**config.mk**
```make
export PLATFORM = sky130hd
export DESIGN_NAME = ternary_min_heap_queue
export DESIGN_NICKNAME = d
export VERILOG_FILES = /design/src/rtl/tmhq_pkg.sv /design/src/rtl/tmhq_ctrl.sv /design/src/rtl/tmhq_datapath.sv /design/src/rtl/ternary_min_heap_queue.sv
export SDC_FILE = /design/constraint.sdc
export NUM_CORES = 2
export LEC_CHECK = 0
export BUFFER_PORTS_ARGS = -buffer_cell sky130_fd_sc_hd__buf_4
export CAP_MARGIN = 20
export CORE_ASPECT_RATIO = 1.2
export CORE_MARGIN = 2
export CORE_UTILIZATION = 63
export CTS_CLUSTER_SIZE = 16
export DETAILED_ROUTE_END_ITERATION = 12
export PLACE_DENSITY_LB_ADDON = 0.05
export SLEW_MARGIN = 20
export SYNTH_ARGS = -nofsm -noshare
export SYNTH_HDL_FRONTEND = slang
export SYNTH_SLANG_ARGS = --single-unit
```
**constraint.sdc**
```tcl
create_clock -name i_clk -period 8.27 [get_ports i_clk]
set_input_delay 0.827 -clock i_clk [delete_from_list [all_inputs] [get_ports i_clk]]
set_output_delay 0.827 -clock i_clk [all_outputs]
set_load 0.01 [all_outputs]
```
**src/rtl/tmhq_pkg.sv**
```systemverilog
// Package for the three-ary min-heap queue: beat types, datapath opcodes and status codes.
package tmhq_pkg;

    // Fixed widths of the beat fields.
    localparam int unsigned PRIO_W   = 32;
    localparam int unsigned TAG_W    = 16;
    localparam int unsigned STATUS_W = 2;
    // Widest internal priority or tag that the store may hold.
    localparam int unsigned MAX_W    = 64;

    // Command codes of an input beat.
    localparam logic CMD_INSERT = 1'b0;
    localparam logic CMD_REMOVE = 1'b1;

    // Status codes of a result beat.
    localparam logic [STATUS_W-1:0] ST_DONE  = 2'd0;
    localparam logic [STATUS_W-1:0] ST_EMPTY = 2'd1;
    localparam logic [STATUS_W-1:0] ST_FULL  = 2'd2;

    // Datapath operations issued by the controller.
    typedef logic [3:0] t_op;
    localparam t_op OP_NONE     = 4'd0;
    localparam t_op OP_INSERT   = 4'd1;
    localparam t_op OP_FULL     = 4'd2;
    localparam t_op OP_EMPTY    = 4'd3;
    localparam t_op OP_RM_START = 4'd4;
    localparam t_op OP_RM_ROOT  = 4'd5;
    localparam t_op OP_RM_LAST  = 4'd6;
    localparam t_op OP_UP_READ  = 4'd7;
    localparam t_op OP_UP_SWAP  = 4'd8;
    localparam t_op OP_PLACE    = 4'd9;
    localparam t_op OP_DN_SCAN  = 4'd10;
    localparam t_op OP_DN_MOVE  = 4'd11;

    // Input beat.
    typedef struct packed {
        logic                     command;
        logic signed [PRIO_W-1:0] priority_req;
        logic [TAG_W-1:0]         payload;
    } t_in_beat;

    // Result beat.
    typedef struct packed {
        logic [STATUS_W-1:0]      status;
        logic signed [PRIO_W-1:0] out_priority;
        logic [TAG_W-1:0]         out_payload;
    } t_out_beat;

    // Controller to datapath.
    typedef struct packed {
        t_op  op;
        logic out_load;
    } t_ctl;

    // Datapath to controller.
    typedef struct packed {
        logic count_zero;
        logic count_full;
        logic at_root;
        logic up_less;
        logic scan_done;
        logic best_stay;
    } t_stat;

endpackage

```
**src/rtl/tmhq_ctrl.sv**
```systemverilog
// Sequencer of the heap queue: walks insert and remove operations and owns the handshakes.
module tmhq_ctrl
    import tmhq_pkg::*;
(
    input  logic  i_clk,
    input  logic  i_rst_n,
    input  logic  i_in_valid,
    input  logic  i_in_command,
    input  logic  i_out_stall,
    input  t_stat i_stat,
    output logic  o_in_stall,
    output logic  o_out_valid,
    output t_ctl  o_ctl
);

    localparam logic [2:0] S_IDLE    = 3'd0;
    localparam logic [2:0] S_UP_RD   = 3'd1;
    localparam logic [2:0] S_UP_CMP  = 3'd2;
    localparam logic [2:0] S_RM_ROOT = 3'd3;
    localparam logic [2:0] S_RM_LAST = 3'd4;
    localparam logic [2:0] S_DN_SCAN = 3'd5;
    localparam logic [2:0] S_DONE    = 3'd6;

    logic [2:0] r_state;
    logic [2:0] n_state;
    logic       r_out_valid;
    logic       n_out_valid;
    logic       out_free;

    // The output register can take a new beat when it is empty or being drained.
    assign out_free    = !r_out_valid || !i_out_stall;
    assign o_in_stall  = (r_state != S_IDLE);
    assign o_out_valid = r_out_valid;

    // Next state and datapath operation.
    always_comb begin
        n_state        = r_state;
        o_ctl.op       = OP_NONE;
        o_ctl.out_load = 1'b0;
        unique case (r_state)
            S_IDLE: begin
                if (i_in_valid) begin
                    if (i_in_command == CMD_INSERT) begin
                        if (i_stat.count_full) begin
                            o_ctl.op = OP_FULL;
                            n_state  = S_DONE;
                        end else begin
                            o_ctl.op = OP_INSERT;
                            n_state  = S_UP_RD;
                        end
                    end else begin
                        if (i_stat.count_zero) begin
                            o_ctl.op = OP_EMPTY;
                            n_state  = S_DONE;
                        end else begin
                            o_ctl.op = OP_RM_START;
                            n_state  = S_RM_ROOT;
                        end
                    end
                end
            end
            S_UP_RD: begin
                if (i_stat.at_root) begin
                    o_ctl.op = OP_PLACE;
                    n_state  = S_DONE;
                end else begin
                    o_ctl.op = OP_UP_READ;
                    n_state  = S_UP_CMP;
                end
            end
            S_UP_CMP: begin
                if (i_stat.up_less) begin
                    o_ctl.op = OP_UP_SWAP;
                    n_state  = S_UP_RD;
                end else begin
                    o_ctl.op = OP_PLACE;
                    n_state  = S_DONE;
                end
            end
            S_RM_ROOT: begin
                o_ctl.op = OP_RM_ROOT;
                n_state  = S_RM_LAST;
            end
            S_RM_LAST: begin
                o_ctl.op = OP_RM_LAST;
                n_state  = i_stat.count_zero ? S_DONE : S_DN_SCAN;
            end
            S_DN_SCAN: begin
                if (!i_stat.scan_done) begin
                    o_ctl.op = OP_DN_SCAN;
                end else if (i_stat.best_stay) begin
                    o_ctl.op = OP_PLACE;
                    n_state  = S_DONE;
                end else begin
                    o_ctl.op = OP_DN_MOVE;
                end
            end
            S_DONE: begin
                if (out_free) begin
                    o_ctl.out_load = 1'b1;
                    n_state        = S_IDLE;
                end
            end
            default: begin
                n_state = S_IDLE;
            end
        endcase
    end

    // Output valid follows loads and drains.
    always_comb begin
        n_out_valid = r_out_valid;
        priority if (o_ctl.out_load) begin
            n_out_valid = 1'b1;
        end else if (!i_out_stall) begin
            n_out_valid = 1'b0;
        end
    end

    // State registers.
    always_ff @(posedge i_clk) begin
        if (!i_rst_n) begin
            r_state     <= S_IDLE;
            r_out_valid <= 1'b0;
        end else begin
            r_state     <= n_state;
            r_out_valid <= n_out_valid;
        end
    end

endmodule

```
**src/rtl/tmhq_datapath.sv**
```systemverilog
// Datapath of the heap queue: entry store, moving entry, sift indexes, compares and result.
module tmhq_datapath
    import tmhq_pkg::*;
#(
    parameter int unsigned DEPTH         = 64,
    parameter int unsigned PRIORITY_BITS = 32,
    parameter int unsigned TAG_BITS      = 16
) (
    input  logic      i_clk,
    input  logic      i_rst_n,
    input  t_ctl      i_ctl,
    input  t_in_beat  i_in,
    output t_stat     o_stat,
    output t_out_beat o_out
);

    localparam int unsigned AW  = $clog2(DEPTH);
    localparam int unsigned CW  = $clog2(DEPTH + 1);
    localparam int unsigned CHW = AW + 2;
    localparam int unsigned EW  = PRIORITY_BITS + TAG_BITS;
    // Parent index by multiplying with a reciprocal of three.
    localparam int unsigned RS  = AW + 1;
    localparam int unsigned PW  = AW + RS;
    localparam logic [RS-1:0] RECIP = RS'(((2 ** RS) + 2) / 3);

    logic [EW-1:0]  r_mem [DEPTH];
    logic [EW-1:0]  r_rd_data;
    logic [CW-1:0]  r_count;
    logic [AW-1:0]  r_pos;
    logic [EW-1:0]  r_ent;
    logic [EW-1:0]  r_best_ent;
    logic [AW-1:0]  r_best_idx;
    logic [CHW-1:0] r_child;
    logic [1:0]     r_issued;
    logic           r_pend;
    logic [AW-1:0]  r_cmp_idx;
    t_out_beat      r_res;
    t_out_beat      r_out;

    logic [EW-1:0]  in_ent;
    logic [MAX_W-1:0] in_prio_ext;
    logic [MAX_W-1:0] in_tag_ext;
    logic [MAX_W-1:0] rd_prio_ext;
    logic [MAX_W-1:0] rd_tag_ext;
    logic [AW-1:0]  pos_m1;
    logic [PW-1:0]  par_prod;
    logic [AW-1:0]  parent;
    logic [CHW-1:0] move_child;
    logic           can_issue;
    logic           up_less;
    logic           scan_less;
    logic           we;
    logic [AW-1:0]  waddr;
    logic [EW-1:0]  wdata;
    logic           re;
    logic [AW-1:0]  raddr;

    // New entry: priority and tag cut or zero-extended to the stored widths.
    assign in_prio_ext = MAX_W'(unsigned'(i_in.priority_req));
    assign in_tag_ext  = MAX_W'(i_in.payload);
    assign in_ent      = {in_prio_ext[PRIORITY_BITS-1:0], in_tag_ext[TAG_BITS-1:0]};

    // Root entry widened before it is cut to the result fields.
    assign rd_prio_ext = MAX_W'(r_rd_data[EW-1:TAG_BITS]);
    assign rd_tag_ext  = MAX_W'(r_rd_data[TAG_BITS-1:0]);

    // Parent of the current position, (pos - 1) / 3.
    assign pos_m1   = r_pos - AW'(1);
    assign par_prod = PW'(pos_m1) * PW'(RECIP);
    assign parent   = par_prod[PW-1:RS];

    // First child of the chosen child, 3 * index + 1.
    assign move_child = (CHW'(r_best_idx) << 1) + CHW'(r_best_idx) + CHW'(1);

    // Signed compares on stored priorities.
    assign up_less   = $signed(r_ent[EW-1:TAG_BITS]) < $signed(r_rd_data[EW-1:TAG_BITS]);
    assign scan_less = $signed(r_rd_data[EW-1:TAG_BITS])
                     < $signed(r_best_ent[EW-1:TAG_BITS]);

    // A child is read while fewer than three were read and it lies inside the heap.
    assign can_issue = (r_issued != 2'd3) && (r_child < CHW'(r_count));

    // Status to the controller.
    assign o_stat.count_zero = (r_count == '0);
    assign o_stat.count_full = (r_count == CW'(DEPTH));
    assign o_stat.at_root    = (r_pos == '0);
    assign o_stat.up_less    = up_less;
    assign o_stat.scan_done  = !can_issue && !r_pend;
    assign o_stat.best_stay  = (r_best_idx == r_pos);
    assign o_out             = r_out;

    // Store port selection.
    always_comb begin
        we    = 1'b0;
        waddr = r_pos;
        wdata = r_ent;
        re    = 1'b0;
        raddr = '0;
        unique case (i_ctl.op)
            OP_RM_START: begin
                re    = 1'b1;
                raddr = '0;
            end
            OP_RM_ROOT: begin
                re    = 1'b1;
                raddr = r_count[AW-1:0];
            end
            OP_UP_READ: begin
                re    = 1'b1;
                raddr = parent;
            end
            OP_UP_SWAP: begin
                we    = 1'b1;
                wdata = r_rd_data;
            end
            OP_PLACE: begin
                we    = 1'b1;
            end
            OP_DN_SCAN: begin
                re    = can_issue;
                raddr = r_child[AW-1:0];
            end
            OP_DN_MOVE: begin
                we    = 1'b1;
                wdata = r_best_ent;
            end
            default: begin
                we = 1'b0;
            end
        endcase
    end

    // Entry store with registered read.
    always_ff @(posedge i_clk) begin
        if (we) begin
            r_mem[waddr] <= wdata;
        end
        if (re) begin
            r_rd_data <= r_mem[raddr];
        end
    end

    // Entry count.
    always_ff @(posedge i_clk) begin
        if (!i_rst_n) begin
            r_count <= '0;
        end else if (i_ctl.op == OP_INSERT) begin
            r_count <= r_count + CW'(1);
        end else if (i_ctl.op == OP_RM_START) begin
            r_count <= r_count - CW'(1);
        end
    end

    // Scan pipeline flag.
    always_ff @(posedge i_clk) begin
        if (!i_rst_n) begin
            r_pend <= 1'b0;
        end else if (i_ctl.op == OP_DN_SCAN) begin
            r_pend <= can_issue;
        end else if (i_ctl.op == OP_RM_LAST || i_ctl.op == OP_DN_MOVE) begin
            r_pend <= 1'b0;
        end
    end

    // Sift registers and result.
    always_ff @(posedge i_clk) begin
        unique case (i_ctl.op)
            OP_INSERT: begin
                r_ent              <= in_ent;
                r_pos              <= r_count[AW-1:0];
                r_res.status       <= ST_DONE;
                r_res.out_priority <= '0;
                r_res.out_payload  <= '0;
            end
            OP_FULL: begin
                r_res.status       <= ST_FULL;
                r_res.out_priority <= '0;
                r_res.out_payload  <= '0;
            end
            OP_EMPTY: begin
                r_res.status       <= ST_EMPTY;
                r_res.out_priority <= '0;
                r_res.out_payload  <= '0;
            end
            OP_RM_ROOT: begin
                r_res.status       <= ST_DONE;
                r_res.out_priority <= rd_prio_ext[PRIO_W-1:0];
                r_res.out_payload  <= rd_tag_ext[TAG_W-1:0];
            end
            OP_RM_LAST: begin
                // The last entry becomes the moving entry at the root.
                r_ent      <= r_rd_data;
                r_best_ent <= r_rd_data;
                r_pos      <= '0;
                r_best_idx <= '0;
                r_child    <= CHW'(1);
                r_issued   <= '0;
            end
            OP_UP_SWAP: begin
                r_pos <= parent;
            end
            OP_DN_SCAN: begin
                // Compare the child read last cycle while the next one is read.
                if (r_pend && scan_less) begin
                    r_best_ent <= r_rd_data;
                    r_best_idx <= r_cmp_idx;
                end
                if (can_issue) begin
                    r_cmp_idx <= r_child[AW-1:0];
                    r_child   <= r_child + CHW'(1);
                    r_issued  <= r_issued + 2'd1;
                end
            end
            OP_DN_MOVE: begin
                // The smaller child moves up; the next level starts at its slot.
                r_pos      <= r_best_idx;
                r_best_ent <= r_ent;
                r_child    <= move_child;
                r_issued   <= '0;
            end
            default: begin
                r_pos <= r_pos;
            end
        endcase
        if (i_ctl.out_load) begin
            r_out <= r_res;
        end
    end

endmodule

```
**src/rtl/ternary_min_heap_queue.sv**
```systemverilog
// Top level of the three-ary min-heap priority queue.
//
// Input beats on i_in carry a command (insert or remove), a signed priority and
// a payload tag; each input beat yields exactly one result beat on o_out with a
// status, and for a successful remove the root's priority and tag.
// Both channels use valid and stall; a beat moves when valid is high and stall
// is low. One operation is in flight at a time: o_in_stall is high from the
// cycle after acceptance until the result has been moved into the output
// register, which then holds it while the receiver stalls.
// An operation runs through the controller states in turn: a full insert or an
// empty remove goes straight to the result; an insert reads and compares one
// parent per level moved, ending at the root or at a parent that is not larger;
// a remove reads the root and the last entry and, unless that was the only
// entry, scans the children of each position on the way down and moves the
// smallest child up until no child is smaller.
// The next input beat can be accepted at the same edge that can first move
// the result beat. A stalled output delays only the hand-over of the next
// result into the output register. Reset empties the queue by clearing the
// entry count; there is no clearing pass over the store.
module ternary_min_heap_queue
    import tmhq_pkg::*;
#(
    parameter int unsigned DEPTH         = 64,
    parameter int unsigned PRIORITY_BITS = 32,
    parameter int unsigned TAG_BITS      = 16
) (
    input  logic      i_clk,
    input  logic      i_rst_n,
    input  logic      i_in_valid,
    output logic      o_in_stall,
    input  t_in_beat  i_in,
    output logic      o_out_valid,
    input  logic      i_out_stall,
    output t_out_beat o_out
);

    t_ctl  ctl;
    t_stat stat;

    // Operation sequencer.
    tmhq_ctrl u_ctrl (
        .i_clk        (i_clk),
        .i_rst_n      (i_rst_n),
        .i_in_valid   (i_in_valid),
        .i_in_command (i_in.command),
        .i_out_stall  (i_out_stall),
        .i_stat       (stat),
        .o_in_stall   (o_in_stall),
        .o_out_valid  (o_out_valid),
        .o_ctl        (ctl)
    );

    // Store, sift logic and result registers.
    tmhq_datapath #(
        .DEPTH         (DEPTH),
        .PRIORITY_BITS (PRIORITY_BITS),
        .TAG_BITS      (TAG_BITS)
    ) u_datapath (
        .i_clk   (i_clk),
        .i_rst_n (i_rst_n),
        .i_ctl   (ctl),
        .i_in    (i_in),
        .o_stat  (stat),
        .o_out   (o_out)
    );

endmodule

```
==> impl_summary.md <==
Die
The starting density of the core is 63.3%. Pin placement for this block handled 105 I/O pins. The region available for standard cell placement spans 214,000 sq um.

The die outline width is 427 um. The number of placement rows is 186. The overall die height is 511 um. The die footprint is 218,000 sq um.

Clocking
In this run the post-CTS setup repair buffer count came out at 0. The post-cts repair resize count is 0. The clock network latency to the later pin of the worst-skew pair is 0.99 ns. TritonCTS built the clock tree. Buffers inserted to repair hold after CTS numbered 0.

The number of buffers between clock root and the deepest sink is 4. The clock root buffer is sky130_fd_sc_hd__clkbuf_16. The H-tree was split into 5 levels. Clock tree synthesis inserted a total of 333 buffers.

Clock-pin slew was measured on the worst setup and hold paths at 0.06 ns. The clock net in this run drives a total of 3,356 sinks.

Yosys
The share of synthesized area occupied by flip-flops and latches is 74.5%. The number of nets in the synthesized netlist is 10.3k. The count of unique library cells instantiated by Yosys is 84.

In the synthesized netlist the dominant register cell turns out to be sky130_fd_sc_hd__edfxtp_1. Counting flops with an async set or reset pin after synthesis yields a share of 0%. Dividing the synthesized area by the synthesized cell count gives 13.4 sq um. The Yosys step of the flow raised 0 warnings. Synthesis produced a netlist whose cell count is 10.1k. The number of flops mapped to enable cells by yosys is 3,344.

The register bit total from synthesis is 3,356. The post-synthesis cell area is 135,000 sq um.

Critical path
The family of cells with the greatest summed delay on the critical path is compound AO/OA/AOI/OAI gates. STA puts the critical path data required time at 8.92 ns. Along the worst path, the maximum fanout reaches 63. The dominant cell type by count on the critical path is sky130_fd_sc_hd__ha_1.

For the worst flop-to-flop path, the logic depth is 22. The kind of start point of the critical path is a flip-flop. STA classifies the critical path endpoint as a flip-flop.

For flop-to-flop paths, the worst setup slack is 0.55 ns. The kind of critical path is reg2reg. The largest stage delay on the critical path is 0.79 ns. The cell with the largest stage delay on the worst path is sky130_fd_sc_hd__a211oi_2.

The capture instance of the worst register-to-register path is u_datapath.r_rd_data[13]$_DFFE_PP_. The reg-to-reg critical path startpoint is u_datapath.r_pos[0]$_DFFE_PP_. Walking the worst path, the cells encountered are inv_1 > ha_1 > or3b_4 > xnor2_1 > ha_1 > ha_1 > inv_1 > fa_1 > inv_1 > ha_1 > or3_1 > o221ai_2 > a211oi_1 > a211oi_2 > nand2_4 > buf_12 > buf_12 > nand2_1 > a31oi_1 > a31oi_1 > o22ai_1 > or4_1.

The combined buffer and inverter count along the critical path is 5. The endpoint arrival time on the critical path is 8.37 ns.

Finish
Compared with the post-synthesis result, the final layout area differs by 12.3%. The library cell used most frequently in the layout, excluding fill and tap cells, is sky130_fd_sc_hd__edfxtp_1. After filler insertion, the fill cell instance count of the layout stands at 14.0k. The fraction of layout cells with a size suffix above 1 is 10.8%. The storage element area is 101,000 sq um.

In the final design database the tool counted 10.5k nets. Leaving out fill and tap cells, the most frequent cells in the layout are sky130_fd_sc_hd__edfxtp_1 (3,344), sky130_fd_sc_hd__nand2_1 (2,845), sky130_fd_sc_hd__nand3_1 (1,149). The area of combinational cells with multiple inputs is 32,400 sq um.

Route
The final routed DRC violation total is 0. Summed over all layers, the routed wires come to 437 mm. After detailed routing, the number of vias per cell comes to 6.84.

The routed via count is 91.5k. The iteration count of the initial detailed-routing pass is 8. After the first detailed-routing iteration, the DRC count stood at 14.8k. Dividing the detail-routed wire length by the instance count gives 32.7 um. The count of nets left with antenna violations once routing finished came out at 0.

GRT
The total track usage is 39.7%. The first-pass GRT wire length is 614 mm. The overall overflow remaining after global route is 0. The number of global-route vias before repair is 86.0k.

Entering global routing, the biggest net connects 148 pins. The met1 track demand over resource in global routing is 52.1%. The number of antenna violations at the first check in global routing is 22. The highest-utilization routing layer at the global route stage is met2. Global routing used 10.6% of the available met3 tracks. In the global route stage, met2 resource usage came out at 59.8%.

Run status
The flow ran to the end, and the final reports show no timing, DRC or antenna violations.

Timing
Setup repair after global routing left no endpoint under its margin. The worst-margin pin slew is 1.22 ns. The final critical-path required period is 7.72 ns. The final setup violation count is 0.

Derived from the worst setup path, the maximum achievable clock frequency is 130 MHz. The setup skew after layout is 0.0778 ns. Setup total negative slack on the finished layout was measured at 0 ns. The final max-slew violation count is 0. Dividing the final minimum period by the clock period gives 93.3%. The worst slew margin relative to its limit is 18.8%. The number of hold violations in the final report was 0.

Place
The number of buffers inserted by port buffering is 104. Once detailed placement completed, the half-perimeter wirelength came to 252 mm. The placer's final routability congestion estimate is 0.902.

Hold path
The type of the worst min-delay path is in2reg. The number of instances on the worst hold path is 3. The startpoint of the lowest-slack hold path is i_in[20]. The path with the worst hold slack has its endpoint at u_datapath.r_ent[20]$_DFFE_PP_.

Run
Max-cap violations in this run came to 0.
[cell type report]
cell class / instances / area share (%)
multi-input combinational: 6006 / 21.3
clock inverter: 171 / 0.914
tap: 2820 / 2.33
sequential: 3356 / 66.3
inverter: 100 / 0.247
antenna: 17 / 0.0280
timing repair buffer: 498 / 3.02
clock buffer: 406 / 5.79
[registers in the layout, summed over array words and instances (netlist names)]
signal                 flops
u_datapath.o_out          50
u_datapath.r_count         7
u_datapath.r_pos           6
u_datapath.r_pend          1
u_ctrl.r_state             3
u_datapath.r_child         8
u_ctrl.o_out_valid         1
u_datapath.r_best_ent     48
u_datapath.r_res          50
u_datapath.r_mem        3072
u_datapath.r_issued        2
u_datapath.r_ent          48
u_datapath.r_best_idx      6
u_datapath.r_rd_data      48
u_datapath.r_cmp_idx       6
[worst max path at each step]
stage          depth (start not counted)                             from                                  to
2_1_floorplan                         12  u_datapath.r_child[5]$_DFFE_PP_   u_datapath.r_mem[11][0]$_DFFE_PP_
6_report                              22    u_datapath.r_pos[0]$_DFFE_PP_  u_datapath.r_rd_data[13]$_DFFE_PP_
3_3_place_gp                          21    u_datapath.r_pos[0]$_DFFE_PP_  u_datapath.r_rd_data[13]$_DFFE_PP_
5_1_grt                               22    u_datapath.r_pos[0]$_DFFE_PP_  u_datapath.r_rd_data[13]$_DFFE_PP_
3_5_place_dp                          23    u_datapath.r_pos[0]$_DFFE_PP_  u_datapath.r_rd_data[13]$_DFFE_PP_
4_1_cts                               22    u_datapath.r_pos[0]$_DFFE_PP_  u_datapath.r_rd_data[13]$_DFFE_PP_
[worst reg2reg max path, delay by kind of cell, from the launching register on]
family / cells / cell delay [ns]
AOI/OAI and AO/OA: 6 / 1.98
and+or+nand+nor: 5 / 1.89
adders and majority gates: 5 / 1.55
buffers and inverters: 5 / 1.07
DFF: 1 / 0.49
xor gates and xnor gates: 1 / 0.46
[cells by family (layout without fill, tap and decap cells)]
family                   Yosys count  after routing  synth area share [%]
multiplexers                     209            209                  1.86
flip-flops                      3356           3356                  74.5
AO/OA/AOI/OAI                   1063           1063                  5.27
adder cells (fa/ha/maj)          116            116                  1.11
buffers and inverters            721           1175                  2.46
AND/OR/NAND/NOR                 4586           4586                  14.6
other                              0             17                     0
XOR/XNOR                          32             32                 0.207
[per-stage QoR]
stage	util (%)	hold slack [ns]	setup WS [ns]	cells	cell area [sq um]
after floorplan	-	0.400	1.69	10100	135000
after global placement	66.2	0.400	0.836	12800	141000
after detailed placement	66.2	0.405	0.800	12800	141000
after CTS	71.0	0.0870	0.758	13400	152000
after global routing	71.0	0.138	0.407	13400	152000
final	71.0	0.137	0.551	13400	152000
[synth_stat cells, types with 112 or more instances]
library cell                  n  area (sq um)
sky130_fd_sc_hd__a21oi_1    158           791
sky130_fd_sc_hd__a31oi_1    280          1750
sky130_fd_sc_hd__a32oi_1    112           981
sky130_fd_sc_hd__and3_1     189          1180
sky130_fd_sc_hd__buf_2      238          1190
sky130_fd_sc_hd__clkbuf_1   229           860
sky130_fd_sc_hd__edfxtp_1  3344        100000
sky130_fd_sc_hd__mux2i_1    173          1730
sky130_fd_sc_hd__nand2_1   2853         10700
sky130_fd_sc_hd__nand3_1   1150          5760
sky130_fd_sc_hd__nand4_1    113           707
sky130_fd_sc_hd__nor2_1     155           582
sky130_fd_sc_hd__o22ai_1    121           757
[per-layer routing]
metal / vias to the layer above / routed length, um
met5: - / 128
met4: 16 / 30700
met3: 1483 / 59700
met2: 6924 / 198000
met1: 45200 / 149000
li1: 37900 / -
Power is not shown: default switching activity piles up to over one toggle a cycle in this logic, so the estimate is an artifact.
